$ cat config.mk
export PLATFORM = sky130hd
export DESIGN_NAME = stable_priority_queue_discharge_flat
export DESIGN_NICKNAME = d
export VERILOG_FILES = /design/src/rtl/spqd_pkg.sv /design/src/rtl/spqd_if.sv /design/src/rtl/stable_priority_queue_discharge.sv /design/src/rtl/spqd_cell.sv /design/src/flat_wrapper.sv
export SDC_FILE = /design/constraint.sdc
export NUM_CORES = 1
export LEC_CHECK = 0
export ABC_CLOCK_PERIOD_IN_PS = 8050
export BUFFER_PORTS_ARGS = -buffer_cell sky130_fd_sc_hd__buf_2
export CAP_MARGIN = 10
export CORE_MARGIN = 4
export CORE_UTILIZATION = 39
export CTS_BUF_LIST = sky130_fd_sc_hd__clkbuf_8
export CTS_CLUSTER_DIAMETER = 150
export DETAILED_ROUTE_END_ITERATION = 10
export PLACE_DENSITY = 0.58
export SLEW_MARGIN = 30
export SYNTH_ARGS = -nofsm -noshare
export SYNTH_HDL_FRONTEND = slang
export SYNTH_HIERARCHICAL = 1
export SYNTH_SLANG_ARGS = --single-unit
$ cat constraint.sdc
create_clock -name clk -period 8.05 [get_ports clk]
set_input_delay 0.805 -clock clk [delete_from_list [all_inputs] [get_ports clk]]
set_output_delay 0.805 -clock clk [all_outputs]
set_load 0.02 [all_outputs]
$ cat src/rtl/spqd_pkg.sv
// Package for the stable priority queue with guarded discharge.
// Holds the entry and cell control types, status and operation codes, and priority bounds.
// No dependencies; every other file of the block imports it.
`default_nettype none

package spqd_pkg;

	localparam int PRIO_W = 5;
	localparam int TAG_W  = 16;
	localparam int STAT_W = 3;
	localparam int OCC_W  = 5;

	// Operation codes carried in the kind field.
	localparam logic KIND_INSERT    = 1'b0;
	localparam logic KIND_DISCHARGE = 1'b1;

	// Result status codes.
	localparam logic [STAT_W-1:0] ST_INSERTED  = 3'd0;
	localparam logic [STAT_W-1:0] ST_POPPED    = 3'd1;
	localparam logic [STAT_W-1:0] ST_FULL      = 3'd2;
	localparam logic [STAT_W-1:0] ST_EMPTY     = 3'd3;
	localparam logic [STAT_W-1:0] ST_TREATMENT = 3'd4;
	localparam logic [STAT_W-1:0] ST_INVALID   = 3'd5;

	// Finished entries carry -1 or 0; entries in treatment lie in 1 up to (not including) 11.
	localparam logic signed [PRIO_W-1:0] PRIO_DONE_LO  = -5'sd1;
	localparam logic signed [PRIO_W-1:0] PRIO_DONE_HI  = 5'sd0;
	localparam logic signed [PRIO_W-1:0] PRIO_TREAT_LO = 5'sd1;
	localparam logic signed [PRIO_W-1:0] PRIO_TREAT_END = 5'sd11;

	typedef struct packed {
		logic signed [PRIO_W-1:0] prio;
		logic [TAG_W-1:0]         tag;
	} entry_t;

	// Per-cycle command broadcast to every cell of the row.
	typedef struct packed {
		logic   ins;
		logic   pop;
		entry_t new_entry;
	} cell_ctrl_t;

endpackage

`default_nettype wire

$ cat src/rtl/spqd_if.sv
// Valid/ready channel interfaces of the stable priority queue.
// Depends on spqd_pkg for field widths.
`default_nettype none

interface spqd_in_if
	import spqd_pkg::*;
();
	logic                     valid;
	logic                     ready;
	logic                     kind;
	logic signed [PRIO_W-1:0] priority_req;
	logic [TAG_W-1:0]         tag;

	modport source (output valid, output kind, output priority_req, output tag, input ready);
	modport sink   (input valid, input kind, input priority_req, input tag, output ready);
endinterface

interface spqd_out_if
	import spqd_pkg::*;
();
	logic                     valid;
	logic                     ready;
	logic [STAT_W-1:0]        status;
	logic [TAG_W-1:0]         out_tag;
	logic signed [PRIO_W-1:0] out_priority;
	logic [OCC_W-1:0]         occupancy;

	modport source (output valid, output status, output out_tag, output out_priority,
		output occupancy, input ready);
	modport sink   (input valid, input status, input out_tag, input out_priority,
		input occupancy, output ready);
endinterface

`default_nettype wire

$ cat src/rtl/stable_priority_queue_discharge.sv
// Top level of the stable sorted priority queue with guarded discharge.
// Depends on spqd_pkg, the interfaces in spqd_if.sv and the slot cell spqd_cell.
`default_nettype none

// Channel   Direction  Transaction carries
// in_ch     sink       kind, priority_req, tag
// out_ch    source     status, out_tag, out_priority, occupancy
//
// Every transaction on in_ch produces exactly one result
// transaction on out_ch, registered in the output stage. The row of DEPTH
// cells updates in the same cycle as that register, so a new transaction can follow on every
// cycle while the result register drains. in_ch is stalled only while a result
// is held and out_ch is not ready. Reset clears the entry count and the output
// valid flag; the cell contents are left as they are and never read before written.

module stable_priority_queue_discharge
	import spqd_pkg::*;
#(
	parameter int DEPTH = 16
)(
	input  wire logic clk,
	input  wire logic arst_n,
	spqd_in_if.sink   in_ch,
	spqd_out_if.source out_ch
);

	localparam int CW = $clog2(DEPTH + 1);

	logic [CW-1:0] count_q;
	logic [CW-1:0] count_d;

	entry_t     cell_entry [DEPTH];
	logic       cell_keep  [DEPTH];
	logic       cell_occ   [DEPTH];
	cell_ctrl_t ctrl;

	logic   accept;
	logic   is_insert;
	logic   full;
	logic   empty;
	logic   head_done;
	logic   head_treat;
	entry_t head;

	logic                     out_valid_q;
	logic [STAT_W-1:0]        status_q;
	logic [TAG_W-1:0]         tag_q;
	logic signed [PRIO_W-1:0] prio_q;
	logic [OCC_W-1:0]         occ_q;

	logic [STAT_W-1:0]        status_d;
	logic [TAG_W-1:0]         tag_d;
	logic signed [PRIO_W-1:0] prio_d;

	// The input may be taken whenever the result register is free or is being emptied.
	assign in_ch.ready = !out_valid_q || out_ch.ready;
	assign accept      = in_ch.valid && in_ch.ready;
	assign is_insert   = (in_ch.kind == KIND_INSERT);

	assign full  = (count_q == CW'(DEPTH));
	assign empty = (count_q == '0);
	assign head  = cell_entry[0];

	// Only the head decides a discharge: finished entries leave, others block the queue.
	assign head_done  = (head.prio == PRIO_DONE_LO) || (head.prio == PRIO_DONE_HI);
	assign head_treat = (head.prio >= PRIO_TREAT_LO) && (head.prio < PRIO_TREAT_END);

	assign ctrl.ins       = accept && is_insert && !full;
	assign ctrl.pop       = accept && !is_insert && !empty && head_done;
	assign ctrl.new_entry = '{prio: in_ch.priority_req, tag: in_ch.tag};

	always_comb begin
		count_d = count_q;
		if (ctrl.ins) begin
			count_d = count_q + CW'(1);
		end else if (ctrl.pop) begin
			count_d = count_q - CW'(1);
		end
	end

	always_comb begin
		status_d = ST_INSERTED;
		tag_d    = '0;
		prio_d   = '0;
		if (is_insert) begin
			status_d = full ? ST_FULL : ST_INSERTED;
		end else if (empty) begin
			status_d = ST_EMPTY;
		end else begin
			tag_d  = head.tag;
			prio_d = head.prio;
			priority if (head_done) begin
				status_d = ST_POPPED;
			end else if (head_treat) begin
				status_d = ST_TREATMENT;
			end else begin
				status_d = ST_INVALID;
			end
		end
	end

	// The row of cells: an insert opens a gap after all entries of equal or lower
	// priority and shifts the rest one slot toward the tail; a pop shifts all toward the head.
	for (genvar i = 0; i < DEPTH; i++) begin : g_cell
		entry_t left_entry;
		logic   left_keep;
		entry_t right_entry;

		assign cell_occ[i] = (count_q > CW'(i));

		if (i == 0) begin : g_first
			assign left_entry = cell_entry[0];
			assign left_keep  = 1'b1;
		end else begin : g_mid
			assign left_entry = cell_entry[i-1];
			assign left_keep  = cell_keep[i-1];
		end

		if (i == DEPTH - 1) begin : g_last
			assign right_entry = cell_entry[i];
		end else begin : g_inner
			assign right_entry = cell_entry[i+1];
		end

		spqd_cell u_cell (
			.clk         (clk),
			.ctrl        (ctrl),
			.occupied    (cell_occ[i]),
			.left_entry  (left_entry),
			.left_keep   (left_keep),
			.right_entry (right_entry),
			.entry       (cell_entry[i]),
			.keep        (cell_keep[i])
		);
	end

	always_ff @(posedge clk or negedge arst_n) begin
		if (!arst_n) begin
			count_q     <= '0;
			out_valid_q <= 1'b0;
		end else begin
			count_q <= count_d;
			if (accept) begin
				out_valid_q <= 1'b1;
			end else if (out_ch.ready) begin
				out_valid_q <= 1'b0;
			end
		end
	end

	always_ff @(posedge clk) begin
		if (accept) begin
			status_q <= status_d;
			tag_q    <= tag_d;
			prio_q   <= prio_d;
			occ_q    <= OCC_W'(count_d);
		end
	end

	assign out_ch.valid        = out_valid_q;
	assign out_ch.status       = status_q;
	assign out_ch.out_tag      = tag_q;
	assign out_ch.out_priority = prio_q;
	assign out_ch.occupancy    = occ_q;

endmodule

`default_nettype wire

$ cat src/rtl/spqd_cell.sv
// One slot of the sorted queue row: holds an entry and shifts with its neighbors.
// Depends on spqd_pkg for entry_t and cell_ctrl_t.
`default_nettype none

module spqd_cell
	import spqd_pkg::*;
(
	input  wire logic       clk,
	input  wire cell_ctrl_t ctrl,
	input  wire logic       occupied,
	input  wire entry_t     left_entry,
	input  wire logic       left_keep,
	input  wire entry_t     right_entry,
	output entry_t          entry,
	output logic            keep
);

	entry_t entry_q;

	// An occupied slot whose priority is not above the new one stays put on an insert.
	assign keep  = occupied && (entry_q.prio <= ctrl.new_entry.prio);
	assign entry = entry_q;

	always_ff @(posedge clk) begin
		priority if (ctrl.ins) begin
			priority if (keep) begin
				entry_q <= entry_q;
			end else if (left_keep) begin
				entry_q <= ctrl.new_entry;
			end else begin
				entry_q <= left_entry;
			end
		end else if (ctrl.pop) begin
			entry_q <= right_entry;
		end
	end

endmodule

`default_nettype wire

$ cat src/flat_wrapper.sv
// flat-port wrapper written by rule: the top's interface ports become plain ports
module stable_priority_queue_discharge_flat import spqd_pkg::*;
#(
	parameter int DEPTH = 16
)
  (clk, arst_n, in_ch_valid, in_ch_kind, in_ch_priority_req, in_ch_tag, in_ch_ready, out_ch_valid, out_ch_status, out_ch_out_tag, out_ch_out_priority, out_ch_occupancy, out_ch_ready);
  spqd_in_if in_ch_i ();
  spqd_out_if out_ch_i ();
  input  wire logic clk;
  input  wire logic arst_n;
  input wire logic [$bits(in_ch_i.valid)-1:0] in_ch_valid;
  input wire logic [$bits(in_ch_i.kind)-1:0] in_ch_kind;
  input wire logic [$bits(in_ch_i.priority_req)-1:0] in_ch_priority_req;
  input wire logic [$bits(in_ch_i.tag)-1:0] in_ch_tag;
  output wire logic [$bits(in_ch_i.ready)-1:0] in_ch_ready;
  output wire logic [$bits(out_ch_i.valid)-1:0] out_ch_valid;
  output wire logic [$bits(out_ch_i.status)-1:0] out_ch_status;
  output wire logic [$bits(out_ch_i.out_tag)-1:0] out_ch_out_tag;
  output wire logic [$bits(out_ch_i.out_priority)-1:0] out_ch_out_priority;
  output wire logic [$bits(out_ch_i.occupancy)-1:0] out_ch_occupancy;
  input wire logic [$bits(out_ch_i.ready)-1:0] out_ch_ready;
  assign in_ch_i.valid = in_ch_valid;
  assign in_ch_i.kind = in_ch_kind;
  assign in_ch_i.priority_req = in_ch_priority_req;
  assign in_ch_i.tag = in_ch_tag;
  assign in_ch_ready = in_ch_i.ready;
  assign out_ch_valid = out_ch_i.valid;
  assign out_ch_status = out_ch_i.status;
  assign out_ch_out_tag = out_ch_i.out_tag;
  assign out_ch_out_priority = out_ch_i.out_priority;
  assign out_ch_occupancy = out_ch_i.occupancy;
  assign out_ch_i.ready = out_ch_ready;
  stable_priority_queue_discharge #(.DEPTH(DEPTH)) u_core (.clk(clk), .arst_n(arst_n), .in_ch(in_ch_i), .out_ch(out_ch_i));
endmodule
After elaboration in Yosys (flattened, before gate mapping)
Cells that the tools add are included.
{"block": "word_totals", "elab_cells": 211, "output_inout_bits": 31, "register_bits": 371}
{"block": "classes", "n_addsub": 2, "eq_ne": 17, "n_reduce_logical": 49, "n_mux": 69, "magnitude_cmp": 34, "n_bitwise": 2}
{"op": "21-bit 2-to-1 mux", "count": 60}
{"op": "5-bit <= comparator", "count": 16}
{"op": "5-bit by 4-bit greater-than comparator with 1-bit output, second input constant", "count": 8}
{"op": "2-bit AND reduction", "count": 16}
{"op": "2-bit inequality test, second input constant", "count": 15}
{"op": "1-bit logical AND", "count": 23}
{"op": "5-bit by 3-bit greater-than comparator with 1-bit output, second input constant", "count": 4}
{"op": "5-bit by 1-bit greater-than comparator with 1-bit output, second input constant", "count": 2}
{"op": "5-bit by 2-bit greater-than comparator with 1-bit output, second input constant", "count": 2}
{"op": "5-bit zero test", "count": 2}
{"op": "5-bit 2-to-1 mux", "count": 2}
{"op": "3-bit 2-to-1 mux", "count": 3}
{"op": "5-bit by 1-bit adder with 5-bit output, second input constant", "count": 1}
{"op": "5-bit by 1-bit == test with 1-bit output, second input constant", "count": 1}
{"op": "5-bit == test, second input constant", "count": 1}
{"op": "5-bit by 2-bit >= comparator with 1-bit output, second input constant", "count": 1}
{"op": "5-bit less-than comparator, second input constant", "count": 1}
{"op": "5-bit by 1-bit subtractor with 5-bit output, second input constant", "count": 1}
{"op": "2-bit nonzero test", "count": 2}
{"op": "1-bit zero test", "count": 3}
{"op": "1-bit 2-to-1 mux", "count": 3}
{"op": "1-bit logical OR", "count": 2}
{"op": "2-bit 2-to-1 mux", "count": 1}
{"op": "1-bit NOT", "count": 2}
{"op": "2-bit OR reduction", "count": 1}

Longest topological paths before layout
{"block": "logic_depth", "word_depth": 8, "depth_mapped": 10}

Modules after synthesis
Netlist, hierarchy kept.
{"module": "spqd_cell", "cells_each": 113, "area_per_inst_um2": 1267.5, "n_inst": 16, "seq_area_each_um2": 630.6}
{"module": "stable_priority_queue_discharge", "cells_each": 137, "area_per_inst_um2": 1692.9, "n_inst": 1, "seq_area_each_um2": 1021.0}

Least setup slack after synthesis
Ideal clock, no wire load.
{"block": "synth_path", "path_kind": "input port to flip-flop", "start": "input out_ch_ready", "end": "register u_core.g_cell[0].u_cell.entry_q, in the netlist u_core/g_cell[0].u_cell/entry[0] (enable)", "path_buffers": 1, "slack_ns": 4.530, "setup_time_ns": 0.379, "required_time_ns": 7.671, "path_stages": 7, "arrival_ns": 3.141, "path_cell_list": "nand2b_1 > nand2_2 > a311oi_2 > buf_4 > nor2_1 > a21oi_1 > a31o_1"}
{"element": "start, declared", "line": "flat_wrapper.sv:21", "source": "input wire logic [$bits(out_ch_i.ready)-1:0] out_ch_ready;"}
{"element": "end signal, assigned", "line": "spqd_cell.sv:27", "source": "entry_q <= entry_q;"}
{"element": "end signal, assigned", "line": "spqd_cell.sv:29", "source": "entry_q <= ctrl.new_entry;"}
{"element": "end signal, assigned", "line": "spqd_cell.sv:31", "source": "entry_q <= left_entry;"}
{"element": "end, declared", "line": "spqd_cell.sv:18", "source": "entry_t entry_q;"}

==> results_dict.tcl <==
set metrics [dict create \
    status "finished, final reports clean" \
    ant_nets 0 \
    synth.cell_area_mm2 0.0220 \
    cp-start-kind "register" \
    cp.arrival_ps 4280 \
    r2r_setup_slack_ps 4110 \
    via_count 14100 \
    core_mm2 0.0554 \
    setup_tns_ps 0 \
    drive_gt1_frac 0.119 \
    portBuffers 56 \
    die_y_um 245 \
    crit_type "reg -> reg" \
    critPathCaptureType "register" \
    cts_setup_buffers 0 \
    routed_via_density 5.09 \
    power_leakage_nw 8.90 \
    cts.sinks 371 \
    finalPower_mw 6.25 \
    synth_warnings 6 \
    synth_cells 1944 \
    areaGrowthSynthToFinish_pct 6.82 \
    worst_pin_slew_ps 1150 \
    multi_input_area_mm2 0.00929 \
    register_area_mm2 0.0111 \
    grt_start_max_net_pins 229 \
    initialDrtViolationCount 1094 \
    crit_end "u_core/g_cell[2].u_cell/entry[5]" \
    grt_pass1_vias 13900 \
    grt_pass1_wl_um 74500 \
    wl_um 45700 \
    cp-startpoint "u_core/count_q[0]" \
    cts_buffers 68 \
    cts_buffer_depth 3 \
    root_buffer "clkbuf_8" \
    rsz0062_at_grt "no" \
    required_ps 8390 \
    pre_cts_slack_ps 3680 \
    power_density_mw_per_mm2 266 \
    setup_viol 0 \
    fin_crit_sh 0.489 \
    place_congestion 0.836 \
    cts.clk_slew.worst_paths_ps 60 \
    max_cap_viol_count 0 \
    maxSlewViolCount 0 \
    crit_fanout 213 \
    fillCellCount 5328 \
    die_w_um 245 \
    slew_headroom 0.233 \
    rows 86 \
    ir_drop_mv 0.139 \
    cts_tree "yes" \
    antenna_found_initial 2 \
    grt_overflow 0 \
    synth.avg_cell_area_um2 11.3 \
    synthesis.nets 2056 \
    ff2ff_path_depth 7 \
    drc 0 \
    dp_hpwl_um 32500 \
    wl_per_cell_um 16.6 \
    io_pins 57 \
    initial_utilization 0.396 \
    dieArea_mm2 0.0602 \
    hp-class "in -> reg" \
    track_usage 0.150 \
    fin_nets 2071 \
    regToRegStartpoint "u_core/count_q[0]" \
    fmax_mhz 254 \
    clk_latency_ps 630 \
    fin_skew_ps 22.5 \
    period_minus_slack_ps 3940 \
    layout_setup_ws_ps 4110 \
    dr.pass1.iters 9 \
    rr_endpoint "u_core/g_cell[2].u_cell/entry[5]" \
    htree_levels 3 \
    final_hold_viol_count 0 \
]
-- cell type report --
| type | instances | area share |
|---|---|---|
| Clock buffer | 68 | 0.0399 |
| Antenna cell | 3 | 0.000320 |
| Sequential cell | 371 | 0.474 |
| Timing Repair Buffer | 80 | 0.0211 |
| Inverter | 102 | 0.0163 |
| Multi-Input combinational cell | 1336 | 0.396 |
| Tap cell | 748 | 0.0399 |
| Clock inverter | 53 | 0.0131 |
-- routing by layer --
metal | vias to the layer above | share of wire | GRT usage
li1 | 7167 | - | -
met4 | 0 | 0.019 | 0.0398
met5 | - | 0 | 0
met2 | 300 | 0.44 | 0.228
met1 | 6526 | 0.50 | 0.219
met3 | 70 | 0.045 | 0.0300
-- worst min-delay path by stage --
stage / startpoint / endpoint / slack, ps / cells after the start
floorplan: arst_n / u_core/count_q[0] / 510 / 0
global placement: u_core/out_ch.valid / u_core/out_ch.valid / 530 / 2
detailed placement: u_core/out_ch.valid / u_core/out_ch.valid / 540 / 2
CTS: in_ch_valid / u_core/out_ch.valid / 350 / 2
global route: in_ch_valid / u_core/out_ch.valid / 380 / 2
finish: in_ch_valid / u_core/out_ch.valid / 410 / 2
-- worst max-delay path, stage by stage, from the launching register on --
cell	delay (ps)
dfrtp_1	490
inv_1	150
ha_1	280
a311oi_4	370
buf_6	580
buf_12	630
buf_4	760
a21oi_1	170
-- flip-flops by register name, indices dropped and copies added (netlist names) --
| signal | cells |
|---|---|
| u_core/out_ch.valid | 1 |
| u_core/out_ch.out_priority | 5 |
| u_core/count_q | 5 |
| u_core/g_cell.u_cell/entry | 336 |
| u_core/out_ch.occupancy | 5 |
| u_core/out_ch.out_tag | 16 |
| u_core/out_ch.status | 3 |
-- metrics by stage --
| stage | hold slack [ps] | area, um2 | cells | utilization |
|---|---|---|---|---|
| floorplan | 509 | 22000 | 1944 | - |
| global placement | 530 | 22200 | 2635 | 0.400 |
| detailed placement | 543 | 22200 | 2635 | 0.400 |
| CTS | 348 | 23400 | 2757 | 0.423 |
| global route | 382 | 23500 | 2760 | 0.423 |
| finish | 414 | 23500 | 2761 | 0.423 |
-- cells in the final DEF (no fill, tap or decap), types with 2 or more instances in the layout --
cell,count
inv_8,2
o221ai_2,16
buf_6,2
inv_6,3
a31o_2,14
buf_12,2
nor2_1,360
buf_2,56
edfxtp_1,365
and4_1,16
clkbuf_8,68
clkinv_2,11
nand2b_1,2
clkinv_1,11
nor3_1,2
nand2_1,10
nor3b_2,16
mux2i_1,354
a21oi_1,369
a21boi_2,15
a31o_1,2
and3_1,21
bufinv_16,2
nand3_1,17
nor2b_1,2
buf_4,19
ha_1,86
o21ai_0,12
dfrtp_1,6
clkinvlp_4,3
xnor2_1,4
diode_2,3
inv_1,122
-- power by group --
part           total (mW)  internal [mW]  leakage, nW  switching [mW]
registers            2.72           2.53         3.48           0.186
logic                1.86          0.745         4.70            1.12
clock network        1.67          0.864        0.715           0.804
total                6.25           4.14         8.90            2.11
-- repair_timing --
action | 4_1_cts | 5_1_grt
hold buffers | 1 | 0
endpoints found under the hold margin | 6 | 0
gates resized for setup | 0 | 0
No activity file was read; power rests on OpenSTA's default activity.
